`config.mk`:
```
export PLATFORM = sky130hd
export DESIGN_NAME = radar_target_frame_decoder
export DESIGN_NICKNAME = d
export VERILOG_FILES = /design/src/sv/rtfd_pkg.sv /design/src/sv/radar_target_frame_decoder.sv
export VERILOG_INCLUDE_DIRS = /design/src /design/src/sv
export SDC_FILE = /design/constraint.sdc
export NUM_CORES = 1
export LEC_CHECK = 0
export ABC_CLOCK_PERIOD_IN_PS = 27300
export BUFFER_PORTS_ARGS = -buffer_cell sky130_fd_sc_hd__buf_4
export CAP_MARGIN = 30
export CORE_ASPECT_RATIO = 1.25
export CORE_MARGIN = 4
export CORE_UTILIZATION = 42
export DETAILED_ROUTE_END_ITERATION = 12
export PLACE_DENSITY = 0.63
export SLEW_MARGIN = 15
export SYNTH_ARGS = -nofsm -noshare
export SYNTH_HDL_FRONTEND = slang
export SYNTH_SLANG_ARGS = --single-unit
```
`constraint.sdc`:
```
create_clock -name clk -period 27.3 [get_ports clk]
set_input_delay 2.73 -clock clk [delete_from_list [all_inputs] [get_ports clk]]
set_output_delay 2.73 -clock clk [all_outputs]
set_load 0.005 [all_outputs]
```
`src/sv/radar_target_frame_decoder_assert.svh`:
```
// ----------------------------------------------------------------------------
// Radar target frame decoder assertion macros
// Concurrent assertion wrappers, empty when the design is synthesised.
// ----------------------------------------------------------------------------
`ifndef RADAR_TARGET_FRAME_DECODER_ASSERT_SVH
`define RADAR_TARGET_FRAME_DECODER_ASSERT_SVH

`ifndef SYNTHESIS

// The property must hold at every rising edge outside reset.
`define RTFD_ASSERT(lbl, clk_i, rst_ni, prop) \
	lbl: assert property (@(posedge clk_i) disable iff (!rst_ni) (prop)) \
		else $error("rtfd assertion failed");

// The condition must never be seen at a rising edge outside reset.
`define RTFD_NEVER(lbl, clk_i, rst_ni, cond) \
	lbl: assert property (@(posedge clk_i) disable iff (!rst_ni) !(cond)) \
		else $error("rtfd forbidden condition seen");

`else

`define RTFD_ASSERT(lbl, clk_i, rst_ni, prop)
`define RTFD_NEVER(lbl, clk_i, rst_ni, cond)

`endif

`endif

```
`src/sv/rtfd_pkg.sv`:
```
// ----------------------------------------------------------------------------
// Radar target frame decoder package
// Frame layout constants and the decode helpers shared by the decoder.
// ----------------------------------------------------------------------------
`default_nettype none

package rtfd_pkg;

	// Default number of target slots in one frame.
	localparam int unsigned TARGET_SLOTS_DEF = 3;

	// Frame layout: header, slots of four little-endian words, two tail bytes.
	localparam int unsigned HDR_LEN  = 4;
	localparam int unsigned SLOT_LEN = 8;

	localparam logic [7:0] SYNC_B0 = 8'hAA;
	localparam logic [7:0] SYNC_B1 = 8'hFF;
	localparam logic [7:0] SYNC_B2 = 8'h03;
	localparam logic [7:0] SYNC_B3 = 8'h00;
	localparam logic [7:0] TAIL_B0 = 8'h55;
	localparam logic [7:0] TAIL_B1 = 8'hCC;

	// Widths of the result fields.
	localparam int unsigned WORD_W   = 16;
	localparam int unsigned FCOUNT_W = 32;
	localparam int unsigned OUT_DW   = 4 * WORD_W + FCOUNT_W;
	localparam int unsigned OUT_UW   = 3;

	// Expected header byte at a given header position.
	function automatic logic [7:0] sync_byte(input logic [1:0] pos);
		logic [7:0] b;
		unique case (pos)
			2'd0:    b = SYNC_B0;
			2'd1:    b = SYNC_B1;
			2'd2:    b = SYNC_B2;
			default: b = SYNC_B3;
		endcase
		return b;
	endfunction

	// Sign-magnitude word to two's complement: bit 15 set means positive.
	function automatic logic signed [WORD_W-1:0] sm_decode(input logic [WORD_W-1:0] raw);
		logic signed [WORD_W-1:0] v;
		if (raw[WORD_W-1]) begin
			v = signed'({1'b0, raw[WORD_W-2:0]});
		end else begin
			v = signed'(-raw);
		end
		return v;
	endfunction

endpackage

`default_nettype wire

```
`src/sv/radar_target_frame_decoder.sv`:
```
// ----------------------------------------------------------------------------
// Radar target frame decoder
// Finds fixed-length frames in a received byte stream, checks the tail and
// emits one decoded result per target slot.
// ----------------------------------------------------------------------------
//
// Channel   Dir  Width        Contents
// s_axis    in   tdata 8      one received byte
// m_axis    out  tdata 96     x, y, speed, resolution, frame number
//                tuser 3      target index, target valid; tlast on last slot
//
// One byte is taken every cycle. A complete good frame is copied into a slot
// bank in the cycle of its last byte; the output register then drains the bank
// at one result per cycle while m_axis is ready, TARGET_SLOTS results in all.
// The last tail byte of the following frame is held off only while results of
// the previous frame remain in the bank. Reset is asynchronous and returns the
// block to header search with the frame count at zero; no clearing pass is needed.
// ----------------------------------------------------------------------------
`default_nettype none

`include "radar_target_frame_decoder_assert.svh"

module radar_target_frame_decoder
	import rtfd_pkg::*;
#(
	parameter int unsigned TARGET_SLOTS = TARGET_SLOTS_DEF
) (
	input  wire logic              clk,
	input  wire logic              arst_n,
	input  wire logic              s_axis_tvalid,
	output logic                   s_axis_tready,
	input  wire logic [7:0]        s_axis_tdata,  // [7:0] rx_byte
	output logic                   m_axis_tvalid,
	input  wire logic              m_axis_tready,
	// [15:0] x_mm, [31:16] y_mm, [47:32] radial_speed, [63:48] range_res,
	// [95:64] frame_number
	output logic [OUT_DW-1:0]      m_axis_tdata,
	output logic [OUT_UW-1:0]      m_axis_tuser,  // [1:0] target_index, [2] target_valid
	output logic                   m_axis_tlast   // last_of_frame
);

	localparam int unsigned PAY_BYTES = TARGET_SLOTS * SLOT_LEN;
	localparam int unsigned SREG_LEN  = PAY_BYTES + 1;
	localparam int unsigned FRAME_LEN = HDR_LEN + PAY_BYTES + 2;
	localparam int unsigned POS_W     = $clog2(FRAME_LEN);
	localparam int unsigned CNT_W     = $clog2(TARGET_SLOTS + 1);
	localparam int unsigned IDX_W     = (TARGET_SLOTS > 1) ? $clog2(TARGET_SLOTS) : 1;

	logic [POS_W-1:0]    pos_q;
	logic [7:0]          sreg_q [SREG_LEN];
	logic [7:0]          bank_q [PAY_BYTES];
	logic [CNT_W-1:0]    bank_left_q;
	logic [IDX_W-1:0]    slot_idx_q;
	logic [FCOUNT_W-1:0] frame_cnt_q;
	logic [FCOUNT_W-1:0] bank_fnum_q;

	logic                  out_valid_q;
	logic [OUT_DW-1:0]     out_data_q;
	logic [OUT_UW-1:0]     out_user_q;
	logic                  out_last_q;

	logic                  in_xfer;
	logic                  in_header;
	logic                  at_last_byte;
	logic                  frame_good;
	logic                  bank_pop;
	logic                  out_free;
	logic [WORD_W-1:0]     raw_x, raw_y, raw_s, raw_r;
	logic                  slot_nonzero;
	logic [IDX_W+1:0]      idx_ext;

	// Input side: the last tail byte is held off while the bank is still draining.
	assign in_header     = pos_q < POS_W'(HDR_LEN);
	assign at_last_byte  = pos_q == POS_W'(FRAME_LEN - 1);
	assign s_axis_tready = !(at_last_byte && (bank_left_q != '0));
	assign in_xfer       = s_axis_tvalid && s_axis_tready;
	assign frame_good    = in_xfer && at_last_byte &&
		(sreg_q[SREG_LEN-1] == TAIL_B0) && (s_axis_tdata == TAIL_B1);

	// Output side: refill the result register whenever it empties or is taken.
	assign out_free = !out_valid_q || m_axis_tready;
	assign bank_pop = out_free && (bank_left_q != '0);

	// Slot zero of the bank is the next result; words are little-endian.
	assign raw_x = {bank_q[1], bank_q[0]};
	assign raw_y = {bank_q[3], bank_q[2]};
	assign raw_s = {bank_q[5], bank_q[4]};
	assign raw_r = {bank_q[7], bank_q[6]};
	assign slot_nonzero = |{raw_x, raw_y, raw_s, raw_r};
	assign idx_ext = {2'b00, slot_idx_q};

	// Byte position, bank occupancy, frame count and result valid.
	always_ff @(posedge clk or negedge arst_n) begin
		if (!arst_n) begin
			pos_q       <= '0;
			bank_left_q <= '0;
			slot_idx_q  <= '0;
			frame_cnt_q <= '0;
			out_valid_q <= 1'b0;
		end else begin
			if (in_xfer) begin
				if (in_header) begin
					if (s_axis_tdata == sync_byte(pos_q[1:0])) begin
						pos_q <= pos_q + POS_W'(1);
					end else if (s_axis_tdata == SYNC_B0) begin
						pos_q <= POS_W'(1);
					end else begin
						pos_q <= '0;
					end
				end else if (at_last_byte) begin
					pos_q <= '0;
				end else begin
					pos_q <= pos_q + POS_W'(1);
				end
			end

			if (frame_good) begin
				frame_cnt_q <= frame_cnt_q + FCOUNT_W'(1);
				bank_left_q <= CNT_W'(TARGET_SLOTS);
				slot_idx_q  <= '0;
			end else if (bank_pop) begin
				bank_left_q <= bank_left_q - CNT_W'(1);
				slot_idx_q  <= slot_idx_q + IDX_W'(1);
			end

			if (bank_pop) begin
				out_valid_q <= 1'b1;
			end else if (m_axis_tready) begin
				out_valid_q <= 1'b0;
			end
		end
	end

	// Payload shift line, slot bank and result register.
	always_ff @(posedge clk) begin
		if (in_xfer && !in_header) begin
			for (int i = 0; i < SREG_LEN - 1; i++) begin
				sreg_q[i] <= sreg_q[i+1];
			end
			sreg_q[SREG_LEN-1] <= s_axis_tdata;
		end

		if (frame_good) begin
			for (int i = 0; i < PAY_BYTES; i++) begin
				bank_q[i] <= sreg_q[i];
			end
			bank_fnum_q <= frame_cnt_q + FCOUNT_W'(1);
		end else if (bank_pop) begin
			for (int i = 0; i < PAY_BYTES - SLOT_LEN; i++) begin
				bank_q[i] <= bank_q[i+SLOT_LEN];
			end
		end

		if (bank_pop) begin
			out_data_q <= {bank_fnum_q, raw_r, sm_decode(raw_s), sm_decode(raw_y),
				sm_decode(raw_x)};
			out_user_q <= {slot_nonzero, idx_ext[1:0]};
			out_last_q <= bank_left_q == CNT_W'(1);
		end
	end

	assign m_axis_tvalid = out_valid_q;
	assign m_axis_tdata  = out_data_q;
	assign m_axis_tuser  = out_user_q;
	assign m_axis_tlast  = out_last_q;

	// Checks on the bank and input hold-off.
	`RTFD_ASSERT(a_stall_only_when_busy, clk, arst_n, !s_axis_tready |-> (bank_left_q != '0))
	`RTFD_NEVER(a_bank_bound, clk, arst_n, bank_left_q > CNT_W'(TARGET_SLOTS))
	`RTFD_ASSERT(a_good_frame_fills_bank, clk, arst_n,
		frame_good |=> (bank_left_q == CNT_W'(TARGET_SLOTS)))
	`RTFD_ASSERT(a_pos_in_range, clk, arst_n, pos_q < POS_W'(FRAME_LEN))

endmodule

`default_nettype wire
```
; ---- Yosys cells after proc, flatten, opt, wreduce, memory -nomap -nowiden
; Memory sizes are Yosys's and may differ from the RTL's.
; Index checks and enable logic that the tools add are counted.
[word_totals]
mem_bits_rw = 392
inputBits = 12
mem_count = 2
output_inout_bits = 102
reg_bits = 174
[op_classes]
bitwise = 16
order_cmp = 1
eq_ne = 8
n_mux = 39
addsub = 7
n_reduce_logical = 16
[memory_table]
columns = memory, depth, word_bits, rd, rd_clocked_by_memory_dff, wr, line
row1 = sreg_q, 25, 8, 25, 0, 25, radar_target_frame_decoder.sv:50  ; logic [7:0] sreg_q [SREG_LEN];
row2 = bank_q, 24, 8, 24, 0, 24, radar_target_frame_decoder.sv:51  ; logic [7:0] bank_q [PAY_BYTES];
[ops]
columns = cell, n
row1 = 8-bit two-way mux, 18
row2 = 64-bit OR reduction, 1
row3 = 16-bit negation, 3
row4 = 15-bit two-way mux, 3
row5 = "32-bit by 1-bit adder with 32-bit output, second input constant", 1
row6 = 8-bit case mux with 3 select lines, 1
row7 = "8-bit == test, second input constant", 2
row8 = 1-bit OR, 16
row9 = 5-bit two-way mux, 3
row10 = 1-bit two-way mux, 10
row11 = "8-bit by 7-bit == test with 1-bit output, second input constant", 1
row12 = 8-bit == test, 1
row13 = 2-bit two-way mux, 4
row14 = 1-bit logical AND, 7
row15 = 2-bit nonzero test, 3
row16 = "5-bit by 1-bit adder with 5-bit output, second input constant", 1
row17 = "5-bit == test, second input constant", 1
row18 = "5-bit by 3-bit less-than comparator with 1-bit output, second input constant", 1
row19 = "2-bit by 1-bit == test with 1-bit output, second input constant", 2
row20 = 1-bit logical NOT, 3
row21 = "2-bit by 1-bit adder with 2-bit output, second input constant", 1
row22 = "2-bit == test, second input constant", 1
row23 = 2-bit logical NOT, 1
row24 = "2-bit by 1-bit subtractor with 2-bit output, second input constant", 1
row25 = 1-bit logical OR, 1

; ---- Depth between registers and ports, before layout
[logic_depth]
depth_word = 10
mapped_depth = 8
mapped_depth_nobuf = 7

; ---- Worst setup path before layout
; No wires, ideal clock.
[synth_path]
path_type = input-to-reg
startpoint = input port s_axis_tvalid
endpoint = memory sreg_q[0][0] (enable)
path_stages = 2
path_buffers = 0
t_arrival_ns = 11.160
t_required_ns = 26.537
path_slack_ns = 15.378
setup_time_ns = 0.763
path_cell_list = o21ai_2 -> nor2_1
[synth_lines]
columns = element, line
row1 = start: declaration, radar_target_frame_decoder.sv:30  ; input wire logic s_axis_tvalid,
row2 = end: declaration, radar_target_frame_decoder.sv:50

==> impl_metrics.env <==
export IMPL_path_class="input pin to flop"
export IMPL_antenna_cells=0
export IMPL_area_growth_pct=16.2
export IMPL_syn_inst=1103
export IMPL_wl_per_cell_um=18.5
export IMPL_status="finished, final reports clean"
export IMPL_synth_top_cells_by_area="edfxtp_1 76%, mux2_2 7.1%, dfrtp_1 5.0%, xor2_1 2.9%, xnor2_1 1.5%"
export IMPL_drc=0
export IMPL_core_um2=49200
export IMPL_post_route_period_util_pct=19.2
export IMPL_critical_path_buf_inv_count=5
export IMPL_placementRows=91
export IMPL_hold_buffers=0
export IMPL_grt_pass1_wl_um=56500
export IMPL_totalNegativeSetupSlack_ns=0
export IMPL_grt_use_total_pct=13.4
export IMPL_syn_area_per_cell_um2=18.9
export IMPL_clock_latency_ns=0.58
export IMPL_slowest_delay_ns=0.76
export IMPL_rsz0062_at_grt="no"
export IMPL_finalWirelength_um=35900
export IMPL_final_layout_size_suffix_gt1_share_pct=26.5
export IMPL_globalplace_congestion=0.827
export IMPL_hpwl_um=21900
export IMPL_maxSlewHeadroom_pct=27.4
export IMPL_synthFlopType="edfxtp_1"
export IMPL_port_buffers=113
export IMPL_clk_pin_slew_worst_paths_ns=0.06
export IMPL_grt_start_max_net_pins=193
export IMPL_cts_setup_buffers=0
export IMPL_clock_sinks=566
export IMPL_ys_ff_latch=566
export IMPL_instances_no_fill=1941
export IMPL_placed_cells=1847
export IMPL_async_flop_share_pct=7.42
export IMPL_yosysWarnings=0
export IMPL_crit_slowest_cell="nand2b_4"
export IMPL_hold_viol=0
export IMPL_initialDrtViolationCount=528
export IMPL_die_height_um=257
export IMPL_synth_net_count=1126
export IMPL_finalWorstSetupSlack_ns=22.06
export IMPL_grt_overflow=0
export IMPL_die_w_um=207
export IMPL_nets=1274
export IMPL_synth_area_um2=20800
export IMPL_num_io_pins=114
export IMPL_cts_tree="yes"
export IMPL_finClkSkew_ns=0.0131
export IMPL_path_cells="buf_4 > inv_1 > a21oi_4 > buf_12 > nand2b_4 > buf_4 > buf_12"
export IMPL_cts_root_buf="clkbuf_16"
export IMPL_ant_nets=0
export IMPL_seq_area_um2=16800
export IMPL_power_leakage_nw=8.57
export IMPL_antenna_found_initial=1
export IMPL_worstSetupStartpointType="input pin"
export IMPL_placed_cell_area_um2=22500
export IMPL_critical_path_top_delay_family="buffers and inverters"
export IMPL_die_area_um2=53300
export IMPL_ctsResizeCount=0
export IMPL_period_needed_ns=5.24
export IMPL_fmax_ghz=0.191
export IMPL_maxCapViolations=0
export IMPL_multiInputGateArea_um2=3890
export IMPL_ctsHtreeMaxLevel=2
export IMPL_tightest_slew_ns=1.09
export IMPL_fin_area_um2=24200
export IMPL_nFillCells=4063
export IMPL_initial_core_util_pct=42.4
export IMPL_ys_types=44
export IMPL_dr_total_vias=9588
export IMPL_grt_pass1_vias=10003
export IMPL_cp_arrival_ns=5.49
export IMPL_pwr_density_cell_nw_per_um2=103
export IMPL_cts_buffer_depth=3
export IMPL_critPathRequiredTime_ns=27.56
export IMPL_synth_area_leader_cell="edfxtp_1"
export IMPL_slew_viol_final=0
export IMPL_synth_top_area_share_pct=75.5
export IMPL_cts_buffers=53
export IMPL_via_per_inst=4.94
export IMPL_cp_max_fo=174
export IMPL_firstDrtPassIters=4
export IMPL_yosysSeqAreaShare_pct=80.6
export IMPL_setup_violations=0
export IMPL_hp_class="flop to flop"
export IMPL_dpl_worst_slack_ns=21.34
export IMPL_synth_edf_count=524
export IMPL_end_kind="flop"
export IMPL_ir_drop_mv=0.148
## Yosys cell counts (all sizes together) (2+ instances only)
cell type / instances
nor3: 28
or3: 4
nor4: 11
xor2: 69
ha: 11
nor3b: 4
nand4: 12
a31oi: 3
mux2: 132
or4: 2
o21ai: 7
and4: 6
buf: 10
inv: 18
a21oi: 27
xnor2: 35
dfrtp: 42
and3: 7
nand3: 19
clkbuf: 18
and2: 3
o21bai: 2
nor2b: 3
nand2b: 3
nor2: 63
nand2: 31
edfxtp: 524
## cell type report
class                      count  share of cell area [%]
tap                          651                    3.36
sequential                   566                    69.3
timing repair buffer         121                    3.91
multi-input combinational    491                    16.1
clock inverter                27                    1.39
clock buffer                  67                    5.69
inverter                      18                   0.279
## state kept, by name (all words and copies together) (netlist names)
register and cells:
sreg_q 200, bank_fnum_q 32, m_axis_tuser 3, frame_cnt_q 32
bank_left_q 2, pos_q 5, slot_idx_q 2, m_axis_tlast 1
bank_q 192, m_axis_tvalid 1, m_axis_tdata 96
## report_power, final
group          internal (mW)  switching (mW)
Sequential              1.24           0.119
Clock                  0.432           0.302
Combinational          0.187           0.206
## cells in the final DEF (no fill, tap or decap), types with 2 or more instances in the layout
cell type	n
or3_4	2
nand2b_1	2
edfxtp_1	524
and3_1	7
buf_4	118
nor3_2	6
inv_1	18
and2_1	3
xnor2_1	35
a21oi_1	26
mux2_2	132
nor2b_1	3
clkbuf_1	14
nand3_1	18
xor2_1	69
clkinv_1	9
a31oi_1	3
inv_6	2
or4_1	2
bufinv_16	8
ha_1	11
dfrtp_1	42
o21bai_1	2
clkinv_2	6
buf_12	3
nor3b_1	3
clkbuf_16	53
or3_1	2
nand4_1	12
nand2_1	31
and4_1	6
nor3_1	21
o21ai_0	6
nor2_1	62
nor4_1	10
## worst paths after layout
check,from,end,slack (ns),cells past startpoint
min in group asynchronous,arst_n,frame_cnt_q[26],2.14,1
min reg2reg,bank_fnum_q[11],m_axis_tdata[75],0.42,0
max,m_axis_tready,bank_q[2][7],22.06,7
max reg2reg,bank_left_q[0],bank_q[2][7],23.61,7
max in group asynchronous,arst_n,frame_cnt_q[0],24.74,1
min,bank_fnum_q[11],m_axis_tdata[75],0.42,0
## worst register-to-register path, cell delays in order (launching register included)
cell and delay [ns]:
dfrtp_1 0.39, inv_1 0.06, ha_1 0.29, a21oi_4 0.17
buf_12 0.68, nand2b_4 0.83, buf_4 0.60, buf_12 0.32
## kinds of logic (layout without fill, tap and decap cells)
group,count (synthesis),in the layout,share of synthesized area (%)
adders and majority gates,11,11,0.661
xor gates and xnor gates,104,104,4.37
AOI/OAI and AO/OA,44,44,1.20
DFF,566,566,80.6
buffers and inverters,46,233,0.919
muxes,132,132,7.13
and+or+nand+nor,200,200,5.14
## layer usage
layer | track usage [%] | share of wire, % | vias up
li1 | - | - | 4490
met1 | 17.9 | 44 | 4831
met2 | 21.7 | 48 | 204
met3 | 3.44 | 5.2 | 63
met4 | 4.23 | 2.5 | 0
met5 | 0 | 0 | -
## metrics by stage
| stage | hold slack (ns) | utilization (%) | power [mW] |
|---|---|---|---|
| global placement | 0.405 | 45.7 | 1.77 |
| detailed placement | 0.405 | 45.7 | 1.78 |
| floorplan | 0.400 | - | 1.59 |
| global route | 0.430 | 49.2 | 2.61 |
| finish | 0.417 | 49.2 | 2.49 |
| CTS | 0.418 | 49.2 | 2.53 |
(Power assumes the default switching activity.)
